===== config.mk =====
export PLATFORM = sky130hd
export DESIGN_NAME = i2c_register_master_unit
export DESIGN_NICKNAME = d
export VERILOG_FILES = /design/src/hdl/i2crm_pkg.sv /design/src/hdl/i2crm_core.sv /design/src/hdl/i2c_register_master_unit.sv
export SDC_FILE = /design/constraint.sdc
export NUM_CORES = 1
export LEC_CHECK = 0
export ABC_AREA = 1
export BUFFER_PORTS_ARGS = -buffer_cell sky130_fd_sc_hd__buf_2
export CAP_MARGIN = 10
export CELL_PAD_IN_SITES_DETAIL_PLACEMENT = 0
export CELL_PAD_IN_SITES_GLOBAL_PLACEMENT = 1
export CORE_MARGIN = 5
export CORE_UTILIZATION = 39
export DETAILED_ROUTE_END_ITERATION = 7
export PLACE_DENSITY = 0.88
export SKIP_LAST_GASP = 1
export SLEW_MARGIN = 30
export SYNTH_ARGS = -nofsm -noshare
export SYNTH_HDL_FRONTEND = slang
export SYNTH_SLANG_ARGS = --single-unit

===== constraint.sdc =====
create_clock -name clk_i -period 2.82 [get_ports clk_i]
set_input_delay 0.282 -clock clk_i [delete_from_list [all_inputs] [get_ports clk_i]]
set_output_delay 0.282 -clock clk_i [all_outputs]
set_load 0.05 [all_outputs]

===== src/hdl/i2crm_pkg.sv =====
// ----------------------------------------------------------------------------
// i2crm_pkg
// Shared types and constants of the I2C register master.
// ----------------------------------------------------------------------------
package i2crm_pkg;

  localparam int unsigned MAX_BLOCK_DEF = 32;

  localparam int unsigned APB_AW = 4;
  localparam int unsigned APB_DW = 32;

  // register indexes (paddr[3:2])
  localparam logic [1:0] REG_DEV_ADDR = 2'd0;
  localparam logic [1:0] REG_QTR_TICKS = 2'd1;
  localparam logic [1:0] REG_ACK_TMO = 2'd2;
  localparam logic [1:0] REG_ATT_LIMIT = 2'd3;

  localparam logic [6:0] DEV_ADDR_RST = 7'd104;
  localparam logic [15:0] QTR_TICKS_RST = 16'd10;
  localparam logic [7:0] ACK_TMO_RST = 8'd100;
  localparam logic [3:0] ATT_LIMIT_RST = 4'd5;

  // request codes
  localparam logic [1:0] FUNC_TICK = 2'd0;
  localparam logic [1:0] FUNC_WRITE = 2'd1;
  localparam logic [1:0] FUNC_READ = 2'd2;
  localparam logic [1:0] FUNC_BLOCK = 2'd3;

  typedef enum logic [3:0] {
    PH_IDLE     = 4'd0,
    PH_START    = 4'd1,
    PH_RSTART   = 4'd2,
    PH_TX       = 4'd3,
    PH_ACK_LOW  = 4'd4,
    PH_ACK_WAIT = 4'd5,
    PH_ACK_OK   = 4'd6,
    PH_ACK_NACK = 4'd7,
    PH_RX       = 4'd8,
    PH_MACK     = 4'd9,
    PH_STOP     = 4'd10
  } phase_e;

  typedef struct packed {
    logic [1:0] func;
    logic [7:0] reg_addr;
    logic [7:0] wr_data;
    logic [5:0] byte_count;
    logic       sda_in;
  } in_item_t;

  typedef struct packed {
    logic       scl_low;
    logic       sda_low;
    logic [7:0] rd_data;
    logic       rd_valid;
    logic       last;
    logic       busy_res;
    logic       done_res;
    logic       status;
  } out_item_t;

  typedef struct packed {
    logic [6:0]  device_address;
    logic [15:0] quarter_period_ticks;
    logic [7:0]  ack_timeout;
    logic [3:0]  attempt_limit;
  } cfg_t;

endpackage


===== src/hdl/i2crm_core.sv =====
// ----------------------------------------------------------------------------
// i2crm_core
// Bus sequencer: advances one tick per step and forms that tick's result.
// ----------------------------------------------------------------------------
module i2crm_core #(
  parameter int unsigned MAX_BLOCK = i2crm_pkg::MAX_BLOCK_DEF
) (
  input  logic                 clk_i,
  input  logic                 rst_ni,
  input  logic                 step_i,
  input  i2crm_pkg::in_item_t  item_i,
  input  i2crm_pkg::cfg_t      cfg_i,
  output i2crm_pkg::out_item_t res_o
);
  import i2crm_pkg::*;

  localparam int unsigned CNT_W = $clog2(MAX_BLOCK + 1);
  localparam int unsigned BI_W = CNT_W + 1;

  phase_e           phase_q, phase_d;
  logic [15:0]      td_q, td_d;
  logic [1:0]       quarter_q, quarter_d;
  logic [2:0]       bit_q, bit_d;
  logic [BI_W-1:0]  byte_q, byte_d;
  logic [7:0]       shift_q, shift_d;
  logic [7:0]       ackw_q, ackw_d;
  logic [3:0]       att_q, att_d;
  logic [1:0]       kind_q, kind_d;
  logic [7:0]       hreg_q, hreg_d;
  logic [7:0]       hdata_q, hdata_d;
  logic [CNT_W-1:0] hcnt_q, hcnt_d;
  logic [1:0]       hdr_q, hdr_d;
  logic             failed_q, failed_d;

  logic [15:0]      td_inc, qlen, td_qe;
  logic             qe;
  logic [1:0]       q_inc, hdr_inc;
  logic [7:0]       aw_inc;
  logic [3:0]       att_inc;
  logic [BI_W-1:0]  pair_len, last_pair, last_first;
  logic             last_bus;
  logic [5:0]       n_raw;
  logic             ev_valid, ev_last, ev_done, ev_fail;
  logic [7:0]       ev_data;

  assign qlen     = (cfg_i.quarter_period_ticks == 16'd0) ? 16'd1 : cfg_i.quarter_period_ticks;
  assign td_inc   = td_q + 16'd1;
  assign qe       = (td_inc >= qlen) || (td_inc == 16'd0);
  assign td_qe    = qe ? 16'd0 : td_inc;
  assign q_inc    = quarter_q + 2'd1;
  assign hdr_inc  = hdr_q + 2'd1;
  assign aw_inc   = (ackw_q != 8'hFF) ? ackw_q + 8'd1 : ackw_q;
  assign att_inc  = att_q + 4'd1;
  assign pair_len = {hcnt_q, 1'b0};
  assign last_pair  = pair_len - BI_W'(1);
  assign last_first = pair_len - BI_W'(2);
  assign last_bus = (kind_q != FUNC_BLOCK) || (byte_q == last_pair);
  assign n_raw    = item_i.byte_count;

  // next state
  always_comb begin
    phase_d   = phase_q;
    td_d      = td_q;
    quarter_d = quarter_q;
    bit_d     = bit_q;
    byte_d    = byte_q;
    shift_d   = shift_q;
    ackw_d    = ackw_q;
    att_d     = att_q;
    kind_d    = kind_q;
    hreg_d    = hreg_q;
    hdata_d   = hdata_q;
    hcnt_d    = hcnt_q;
    hdr_d     = hdr_q;
    failed_d  = failed_q;
    ev_valid  = 1'b0;
    ev_last   = 1'b0;
    ev_done   = 1'b0;
    ev_fail   = 1'b0;
    ev_data   = 8'd0;
    if (step_i) begin
      case (phase_q)
        PH_IDLE: begin
          if (item_i.func != FUNC_TICK) begin
            kind_d  = item_i.func;
            hreg_d  = item_i.reg_addr;
            hdata_d = item_i.wr_data;
            if (n_raw == 6'd0) begin
              hcnt_d = CNT_W'(1);
            end else if (32'(n_raw) > 32'(MAX_BLOCK)) begin
              hcnt_d = CNT_W'(MAX_BLOCK);
            end else begin
              hcnt_d = CNT_W'(n_raw);
            end
            att_d     = 4'd0;
            failed_d  = 1'b0;
            hdr_d     = 2'd0;
            phase_d   = PH_START;
            quarter_d = 2'd0;
            td_d      = 16'd0;
          end
        end
        PH_START: begin
          td_d = td_qe;
          if (qe) begin
            quarter_d = q_inc;
            if (quarter_q == 2'd3) begin
              shift_d = {cfg_i.device_address, (hdr_q != 2'd0)};
              bit_d   = 3'd0;
              phase_d = PH_TX;
            end
          end
        end
        PH_RSTART: begin
          td_d = td_qe;
          if (qe) begin
            phase_d   = PH_START;
            quarter_d = 2'd0;
          end
        end
        PH_TX: begin
          td_d = td_qe;
          if (qe) begin
            quarter_d = q_inc;
            if (quarter_q == 2'd3) begin
              shift_d = {shift_q[6:0], 1'b0};
              bit_d   = bit_q + 3'd1;
              if (bit_q == 3'd7) begin
                phase_d = PH_ACK_LOW;
              end
            end
          end
        end
        PH_ACK_LOW: begin
          td_d = td_qe;
          if (qe) begin
            quarter_d = q_inc;
            if (quarter_q == 2'd1) begin
              ackw_d    = 8'd0;
              phase_d   = PH_ACK_WAIT;
              quarter_d = 2'd0;
            end
          end
        end
        PH_ACK_WAIT: begin
          if (!item_i.sda_in) begin
            phase_d   = PH_ACK_OK;
            quarter_d = 2'd0;
            td_d      = 16'd0;
          end else begin
            ackw_d = aw_inc;
            if (aw_inc >= cfg_i.ack_timeout) begin
              phase_d   = PH_ACK_NACK;
              quarter_d = 2'd0;
              td_d      = 16'd0;
            end
          end
        end
        PH_ACK_OK, PH_ACK_NACK: begin
          td_d = td_qe;
          if (qe) begin
            quarter_d = 2'd0;
            if (phase_q == PH_ACK_NACK && kind_q == FUNC_WRITE) begin
              failed_d = 1'b1;
              phase_d  = PH_STOP;
            end else begin
              hdr_d = hdr_inc;
              if (hdr_inc == 2'd1) begin
                shift_d = hreg_q;
                bit_d   = 3'd0;
                phase_d = PH_TX;
              end else if (kind_q == FUNC_WRITE) begin
                if (hdr_inc == 2'd2) begin
                  shift_d = hdata_q;
                  bit_d   = 3'd0;
                  phase_d = PH_TX;
                end else begin
                  phase_d = PH_STOP;
                end
              end else if (hdr_inc == 2'd2) begin
                phase_d = PH_RSTART;
              end else begin
                byte_d  = '0;
                bit_d   = 3'd0;
                shift_d = 8'd0;
                phase_d = PH_RX;
              end
            end
          end
        end
        PH_RX: begin
          td_d = td_qe;
          if (qe) begin
            if (quarter_q == 2'd2) begin
              shift_d = {shift_q[6:0], item_i.sda_in};
            end
            quarter_d = q_inc;
            if (quarter_q == 2'd3) begin
              bit_d = bit_q + 3'd1;
              if (bit_q == 3'd7) begin
                if (kind_q != FUNC_BLOCK) begin
                  ev_valid = 1'b1;
                  ev_last  = 1'b1;
                  ev_data  = shift_q;
                end else if (!byte_q[0]) begin
                  ev_valid = 1'b1;
                  ev_data  = shift_q;
                  ev_last  = (byte_q == last_first);
                end
                phase_d = PH_MACK;
              end
            end
          end
        end
        PH_MACK: begin
          td_d = td_qe;
          if (qe) begin
            quarter_d = q_inc;
            if (quarter_q == 2'd3) begin
              if (last_bus) begin
                phase_d = PH_STOP;
              end else begin
                byte_d  = byte_q + BI_W'(1);
                bit_d   = 3'd0;
                shift_d = 8'd0;
                phase_d = PH_RX;
              end
            end
          end
        end
        PH_STOP: begin
          td_d = td_qe;
          if (qe) begin
            quarter_d = q_inc;
            if (quarter_q == 2'd3) begin
              if (failed_q) begin
                att_d = att_inc;
                if (att_inc >= cfg_i.attempt_limit) begin
                  phase_d = PH_IDLE;
                  ev_done = 1'b1;
                  ev_fail = 1'b1;
                end else begin
                  failed_d = 1'b0;
                  hdr_d    = 2'd0;
                  phase_d  = PH_START;
                end
              end else begin
                phase_d = PH_IDLE;
                ev_done = 1'b1;
              end
            end
          end
        end
        default: begin
          phase_d   = PH_IDLE;
          quarter_d = 2'd0;
          td_d      = 16'd0;
        end
      endcase
    end
  end

  // outputs
  always_comb begin
    res_o = '0;
    case (phase_q)
      PH_START: begin
        res_o.scl_low = (quarter_q == 2'd3);
        res_o.sda_low = quarter_q[1];
      end
      PH_RSTART: res_o.scl_low = 1'b1;
      PH_TX: begin
        res_o.scl_low = !quarter_q[1];
        res_o.sda_low = !shift_q[7];
      end
      PH_ACK_LOW: res_o.scl_low = 1'b1;
      PH_RX: res_o.scl_low = !quarter_q[1];
      PH_MACK: begin
        res_o.scl_low = !quarter_q[1];
        res_o.sda_low = !last_bus;
      end
      PH_STOP: begin
        res_o.scl_low = (quarter_q == 2'd0);
        res_o.sda_low = !quarter_q[1];
      end
      default: begin
        res_o.scl_low = 1'b0;
        res_o.sda_low = 1'b0;
      end
    endcase
    res_o.rd_data  = ev_data;
    res_o.rd_valid = ev_valid;
    res_o.last     = ev_last;
    res_o.busy_res = (phase_d != PH_IDLE);
    res_o.done_res = ev_done;
    res_o.status   = ev_fail;
  end

  always_ff @(posedge clk_i or negedge rst_ni) begin
    if (!rst_ni) begin
      phase_q   <= PH_IDLE;
      td_q      <= '0;
      quarter_q <= '0;
      bit_q     <= '0;
      byte_q    <= '0;
      shift_q   <= '0;
      ackw_q    <= '0;
      att_q     <= '0;
      kind_q    <= '0;
      hreg_q    <= '0;
      hdata_q   <= '0;
      hcnt_q    <= '0;
      hdr_q     <= '0;
      failed_q  <= 1'b0;
    end else begin
      phase_q   <= phase_d;
      td_q      <= td_d;
      quarter_q <= quarter_d;
      bit_q     <= bit_d;
      byte_q    <= byte_d;
      shift_q   <= shift_d;
      ackw_q    <= ackw_d;
      att_q     <= att_d;
      kind_q    <= kind_d;
      hreg_q    <= hreg_d;
      hdata_q   <= hdata_d;
      hcnt_q    <= hcnt_d;
      hdr_q     <= hdr_d;
      failed_q  <= failed_d;
    end
  end

endmodule


===== src/hdl/i2c_register_master_unit.sv =====
// ----------------------------------------------------------------------------
// i2c_register_master_unit
// Open-drain I2C master for register writes, reads and paired block reads.
// ----------------------------------------------------------------------------
// Each request is one bus tick and yields exactly one result. One request is
// taken per clock while no result is held up; a request waits in an input
// register, is stepped through the sequencer into a result register once the
// output can advance, and its result is offered from that register. While a
// result waits, the input register still takes one more request; after that
// the input stalls until the result leaves.
// Configuration sits behind the APB port at byte addresses 0, 4, 8 and 12.
module i2c_register_master_unit #(
  parameter int unsigned MAX_BLOCK = i2crm_pkg::MAX_BLOCK_DEF
) (
  input  logic                              clk_i,
  input  logic                              rst_ni,
  input  logic                              in_valid_i,
  output logic                              in_ready_o,
  input  i2crm_pkg::in_item_t               in_data_i,
  output logic                              out_valid_o,
  input  logic                              out_ready_i,
  output i2crm_pkg::out_item_t              out_data_o,
  input  logic                              psel,
  input  logic                              penable,
  input  logic                              pwrite,
  input  logic [i2crm_pkg::APB_AW-1:0]      paddr,
  input  logic [i2crm_pkg::APB_DW-1:0]      pwdata,
  output logic [i2crm_pkg::APB_DW-1:0]      prdata,
  output logic                              pready
);
  import i2crm_pkg::*;

  cfg_t      cfg_q;
  in_item_t  in_q;
  logic      in_vld_q;
  out_item_t out_q;
  logic      out_vld_q;
  out_item_t res;
  logic      advance;
  logic      step;
  logic      cfg_wr;

  assign advance    = !out_vld_q || out_ready_i;
  assign step       = advance && in_vld_q;
  assign in_ready_o = !in_vld_q || advance;
  assign out_valid_o = out_vld_q;
  assign out_data_o  = out_q;

  assign pready = 1'b1;
  assign cfg_wr = psel && penable && pwrite && pready;

  always_comb begin
    case (paddr[3:2])
      REG_DEV_ADDR:  prdata = APB_DW'(cfg_q.device_address);
      REG_QTR_TICKS: prdata = APB_DW'(cfg_q.quarter_period_ticks);
      REG_ACK_TMO:   prdata = APB_DW'(cfg_q.ack_timeout);
      REG_ATT_LIMIT: prdata = APB_DW'(cfg_q.attempt_limit);
      default:       prdata = '0;
    endcase
  end

  always_ff @(posedge clk_i or negedge rst_ni) begin
    if (!rst_ni) begin
      cfg_q.device_address       <= DEV_ADDR_RST;
      cfg_q.quarter_period_ticks <= QTR_TICKS_RST;
      cfg_q.ack_timeout          <= ACK_TMO_RST;
      cfg_q.attempt_limit        <= ATT_LIMIT_RST;
    end else if (cfg_wr) begin
      case (paddr[3:2])
        REG_DEV_ADDR:  cfg_q.device_address <= pwdata[6:0];
        REG_QTR_TICKS: cfg_q.quarter_period_ticks <= pwdata[15:0];
        REG_ACK_TMO:   cfg_q.ack_timeout <= pwdata[7:0];
        REG_ATT_LIMIT: cfg_q.attempt_limit <= pwdata[3:0];
        default: ;
      endcase
    end
  end

  i2crm_core #(
    .MAX_BLOCK(MAX_BLOCK)
  ) u_core (
    .clk_i  (clk_i),
    .rst_ni (rst_ni),
    .step_i (step),
    .item_i (in_q),
    .cfg_i  (cfg_q),
    .res_o  (res)
  );

  always_ff @(posedge clk_i or negedge rst_ni) begin
    if (!rst_ni) begin
      in_vld_q  <= 1'b0;
      out_vld_q <= 1'b0;
    end else begin
      if (in_valid_i && in_ready_o) begin
        in_vld_q <= 1'b1;
      end else if (advance) begin
        in_vld_q <= 1'b0;
      end
      if (advance) begin
        out_vld_q <= in_vld_q;
      end
    end
  end

  always_ff @(posedge clk_i) begin
    if (in_valid_i && in_ready_o) begin
      in_q <= in_data_i;
    end
    if (step) begin
      out_q <= res;
    end
  end

endmodule


==> flow_summary.toml <==
[sta]
period_share = 1.139
finClkSkew_ns = 0.01205
worst-slew-pin-transition_ns = 0.8936
timing.fmax_ghz = 0.3113
relSlewSlack = 0.4036
slew_violations = 0
post-route-min-period_ns = 3.213
hold_viol_final = 0
setup_violations = 67
fin_ws_ns = -0.3927
rsz0062_at_grt = "true"
fin_tns_setup_ns = -13.17

[floorplanning]
die_h_um = 158.9
core_area_um2 = 21820
start_util = 0.3965
die_area_um2 = 25260
row_count = 54
fp.dieW_um = 158.9
pin_count = 118

[hold_path]
hold_path_class = "in2reg"
worstHoldEndpoint = "in_q[7]$_DFFE_PP_"
timing.hold.worst_path_depth = 1
holdCritStartpoint = "in_data_i[7]"

[power_and_ir_drop]
seq_power_share = 0.325
clkPwrFrac = 0.244
power.internal_mw = 5.767
swShare = 0.4075
power_density_nw_per_um2 = 853.2
power.net_switching_mw = 3.966
vdd_ir_drop_max_mv = 0.4870
p_leak_nw = 5.501
comb_power_share = 0.431

[routing]
drc = 0
final_antenna_net_count = 0
wire_per_inst_um = 14.28
routed_wl_mm = 22.14
drt_iter0_drc = 603
vias_per_cell = 4.901
first_pass_iters = 5
vias = 7602

[cells_and_area]
multiInputGateArea_um2 = 4202
register_area_um2 = 4116
insertedDiodeCount = 0
final_common_cell = "nand2_1"
fillCellCount = 1946
layout_common_cells = "nand2_1 (217), inv_1 (157), dfrtp_1 (106)"
layout.nets = 1369
synthToLayoutAreaGrowth_pct = 31.84
drive_above_1_share = 0.2754
fin_cells = 1551

[clock_tree]
clock-sinks = 156
cts_tree = "yes"
clk_latency_ns = 0.44
cts_buffers = 17
clockBufferDepth = 2
clk_pin_slew_ns = 0.07
htree_levels = 4
cts-root-buf = "clkbuf_16"

[logic_synthesis]
ys_warn_count = 0
ys_ff_latch = 156
post-synth-top-area-cell = "dfrtp_1"
synth_edf_count = 40
ys_types = 49
synthFlopType = "dfrtp_1"
synth_area_leaders = "dfrtp_1 (31%), edfxtp_1 (14%), nand2_1 (10%), inv_1 (7.0%), ha_1 (6.2%)"
synthArstFlopShare = 0.7436
yosys.area.top_type_share = 0.3066
synth_cells = 1055
avgSynthCellArea_um2 = 8.201
syn_area_um2 = 8652
yosysSeqAreaShare = 0.4758

[place]
dp.cells = 1495
port_buffers = 82
gp_congestion = 0.8947
dpl_worst_slack_ns = -0.4055
hpwl_mm = 16.13

[global_routing]
grt_antenna_before_repair = 0
overflow = 0
grt_pass1_vias = 7634
grtUsageTotal = 0.1745
grt_pass1_wl_mm = 36.98
grt_max_degree = 45

[run_status]
violations = "setup timing"
status = "finished with violations"

[critical_path]
end_kind = "flip-flop"
start_kind = "flip-flop"
rr_worst_depth = 23
worstReg2RegEnd = "out_data_o[2]$_DFFE_PP_"
r2r-start = "u_core.td_q[1]$_DFFE_PN0P_"
cp_max_fo = 5
worst_ep_required_time_ns = 3.01
arrival_ns = 3.40
worstSetupPathType = "reg2reg"
r2r_slack_ns = -0.39

[flow_run]
maxCapViolCount = 0
[per-stage QoR]
| step | util | area (um2) | total power [mW] | hold slack, ns |
|---|---|---|---|---|
| global placement | 0.4594 | 10030 | 6.720 | 0.3304 |
| global route | 0.5227 | 11410 | 10.42 | 0.0004085 |
| detailed placement | 0.4594 | 10030 | 6.766 | 0.3308 |
| CTS | 0.5099 | 11130 | 9.515 | 0.002956 |
| floorplan | - | 8726 | 5.535 | -0.01359 |
| finish | 0.5227 | 11410 | 9.733 | 0.01640 |
[Yosys cell counts, drive strengths merged, types with 2 or more instances]
library cell  instances
a211oi                2
a21oi                38
a221oi                7
and3                  2
buf                  23
clkbuf               11
conb                  2
dfrtp               106
dfstp                10
edfxtp               40
ha                   43
inv                 163
nand2               244
nand3                58
nand4                16
nor2                122
nor3                 13
nor3b                 4
nor4                  2
o2111ai               7
o21a                  2
o21ai                94
o21bai                3
o221ai                3
o22ai                20
xnor2                 3
xor2                  9
[layout make-up]
type / count / area share
tap: 280 / 0.03071
clock buffer: 17 / 0.03729
timing repair buffer: 203 / 0.1309
sequential: 156 / 0.3609
multi-input combinational: 717 / 0.3683
inverter: 163 / 0.05407
clock inverter: 15 / 0.01788
[worst max-delay path, cell delays in order, from the launching register on]
cell and delay, ns:
dfrtp_1 0.40, ha_2 0.20, nand2_2 0.10, nor2_4 0.06
buf_4 0.14, nand3_1 0.07, nand2_1 0.07, nand2_2 0.08
inv_1 0.05, ha_1 0.27, nand2_1 0.08, nor2_4 0.12
nor3b_4 0.21, and3_4 0.22, nor2_4 0.04, nand2_4 0.11
buf_6 0.12, nand2_4 0.05, nand2_4 0.08, nand3_1 0.09
a21oi_2 0.16, nand2_1 0.08, nor2_1 0.10, nand2_1 0.07
[logic make-up (layout without fill, tap and decap cells)]
logic type / after synthesis / count (layout) / synth area share
buffers and inverters: 197 / 398 / 0.09573
XOR/XNOR: 12 / 12 / 0.01215
flip-flops: 156 / 156 / 0.4758
adder cells (fa/ha/maj): 43 / 43 / 0.06218
AO/OA/AOI/OAI: 183 / 183 / 0.1241
AND/OR/NAND/NOR: 462 / 462 / 0.2292
other: 2 / 17 / 0.0008680
[metal layers]
metal	track usage	up-vias	part of all wire
met5	0	-	0
met4	0.05390	0	0.018
met3	0.02485	27	0.039
met2	0.2845	167	0.48
met1	0.2421	3559	0.47
li1	-	3849	-
[timing repair]
item,CTS,global route
buffers inserted,17,4
pin swaps,22,22
hold buffers,1,1
gates cloned,3,0
endpoints found under the setup margin,67,68
resized for setup,63,73
hold endpoints to repair,38,1
[power groups by stage]
| stage | Clock [mW] | Sequential [mW] | Combinational, mW |
|---|---|---|---|
| floorplan | 0 | 3.26 | 2.28 |
| global placement | 0 | 3.20 | 3.52 |
| detailed placement | 0 | 3.20 | 3.56 |
| CTS | 2.41 | 3.16 | 3.94 |
| global route | 2.52 | 3.23 | 4.67 |
| finish | 2.37 | 3.17 | 4.19 |
[how the worst max path moves through the flow]
stage | start | endpoint | slack [ns] | cells past startpoint
final | u_core.td_q[1]$_DFFE_PN0P_ | out_data_o[2]$_DFFE_PP_ | -0.39 | 23
after global routing | u_core.td_q[1]$_DFFE_PN0P_ | out_data_o[2]$_DFFE_PP_ | -0.61 | 21
after detailed placement | u_core.ackw_q[3]$_DFFE_PN0P_ | out_data_o[2]$_DFFE_PP_ | -0.41 | 21
after global placement | u_core.td_q[1]$_DFFE_PN0P_ | out_data_o[2]$_DFFE_PP_ | -0.30 | 22
after CTS | u_core.td_q[1]$_DFFE_PN0P_ | out_data_o[2]$_DFFE_PP_ | -0.35 | 23
after floorplan | u_core.td_q[0]$_DFFE_PN0P_ | out_data_o[2]$_DFFE_PP_ | -0.09 | 22
[state kept, by name, summed over array words and instances (netlist names), 6 cells and up]
signal,count
u_core.hcnt_q,6
u_core.ackw_q,8
u_core.shift_q,8
u_core.hreg_q,8
in_q,25
u_core.hdata_q,8
u_core.byte_q,7
out_data_o,15
cfg_q,35
u_core.td_q,16
No activity file was read; power rests on OpenSTA's default activity.
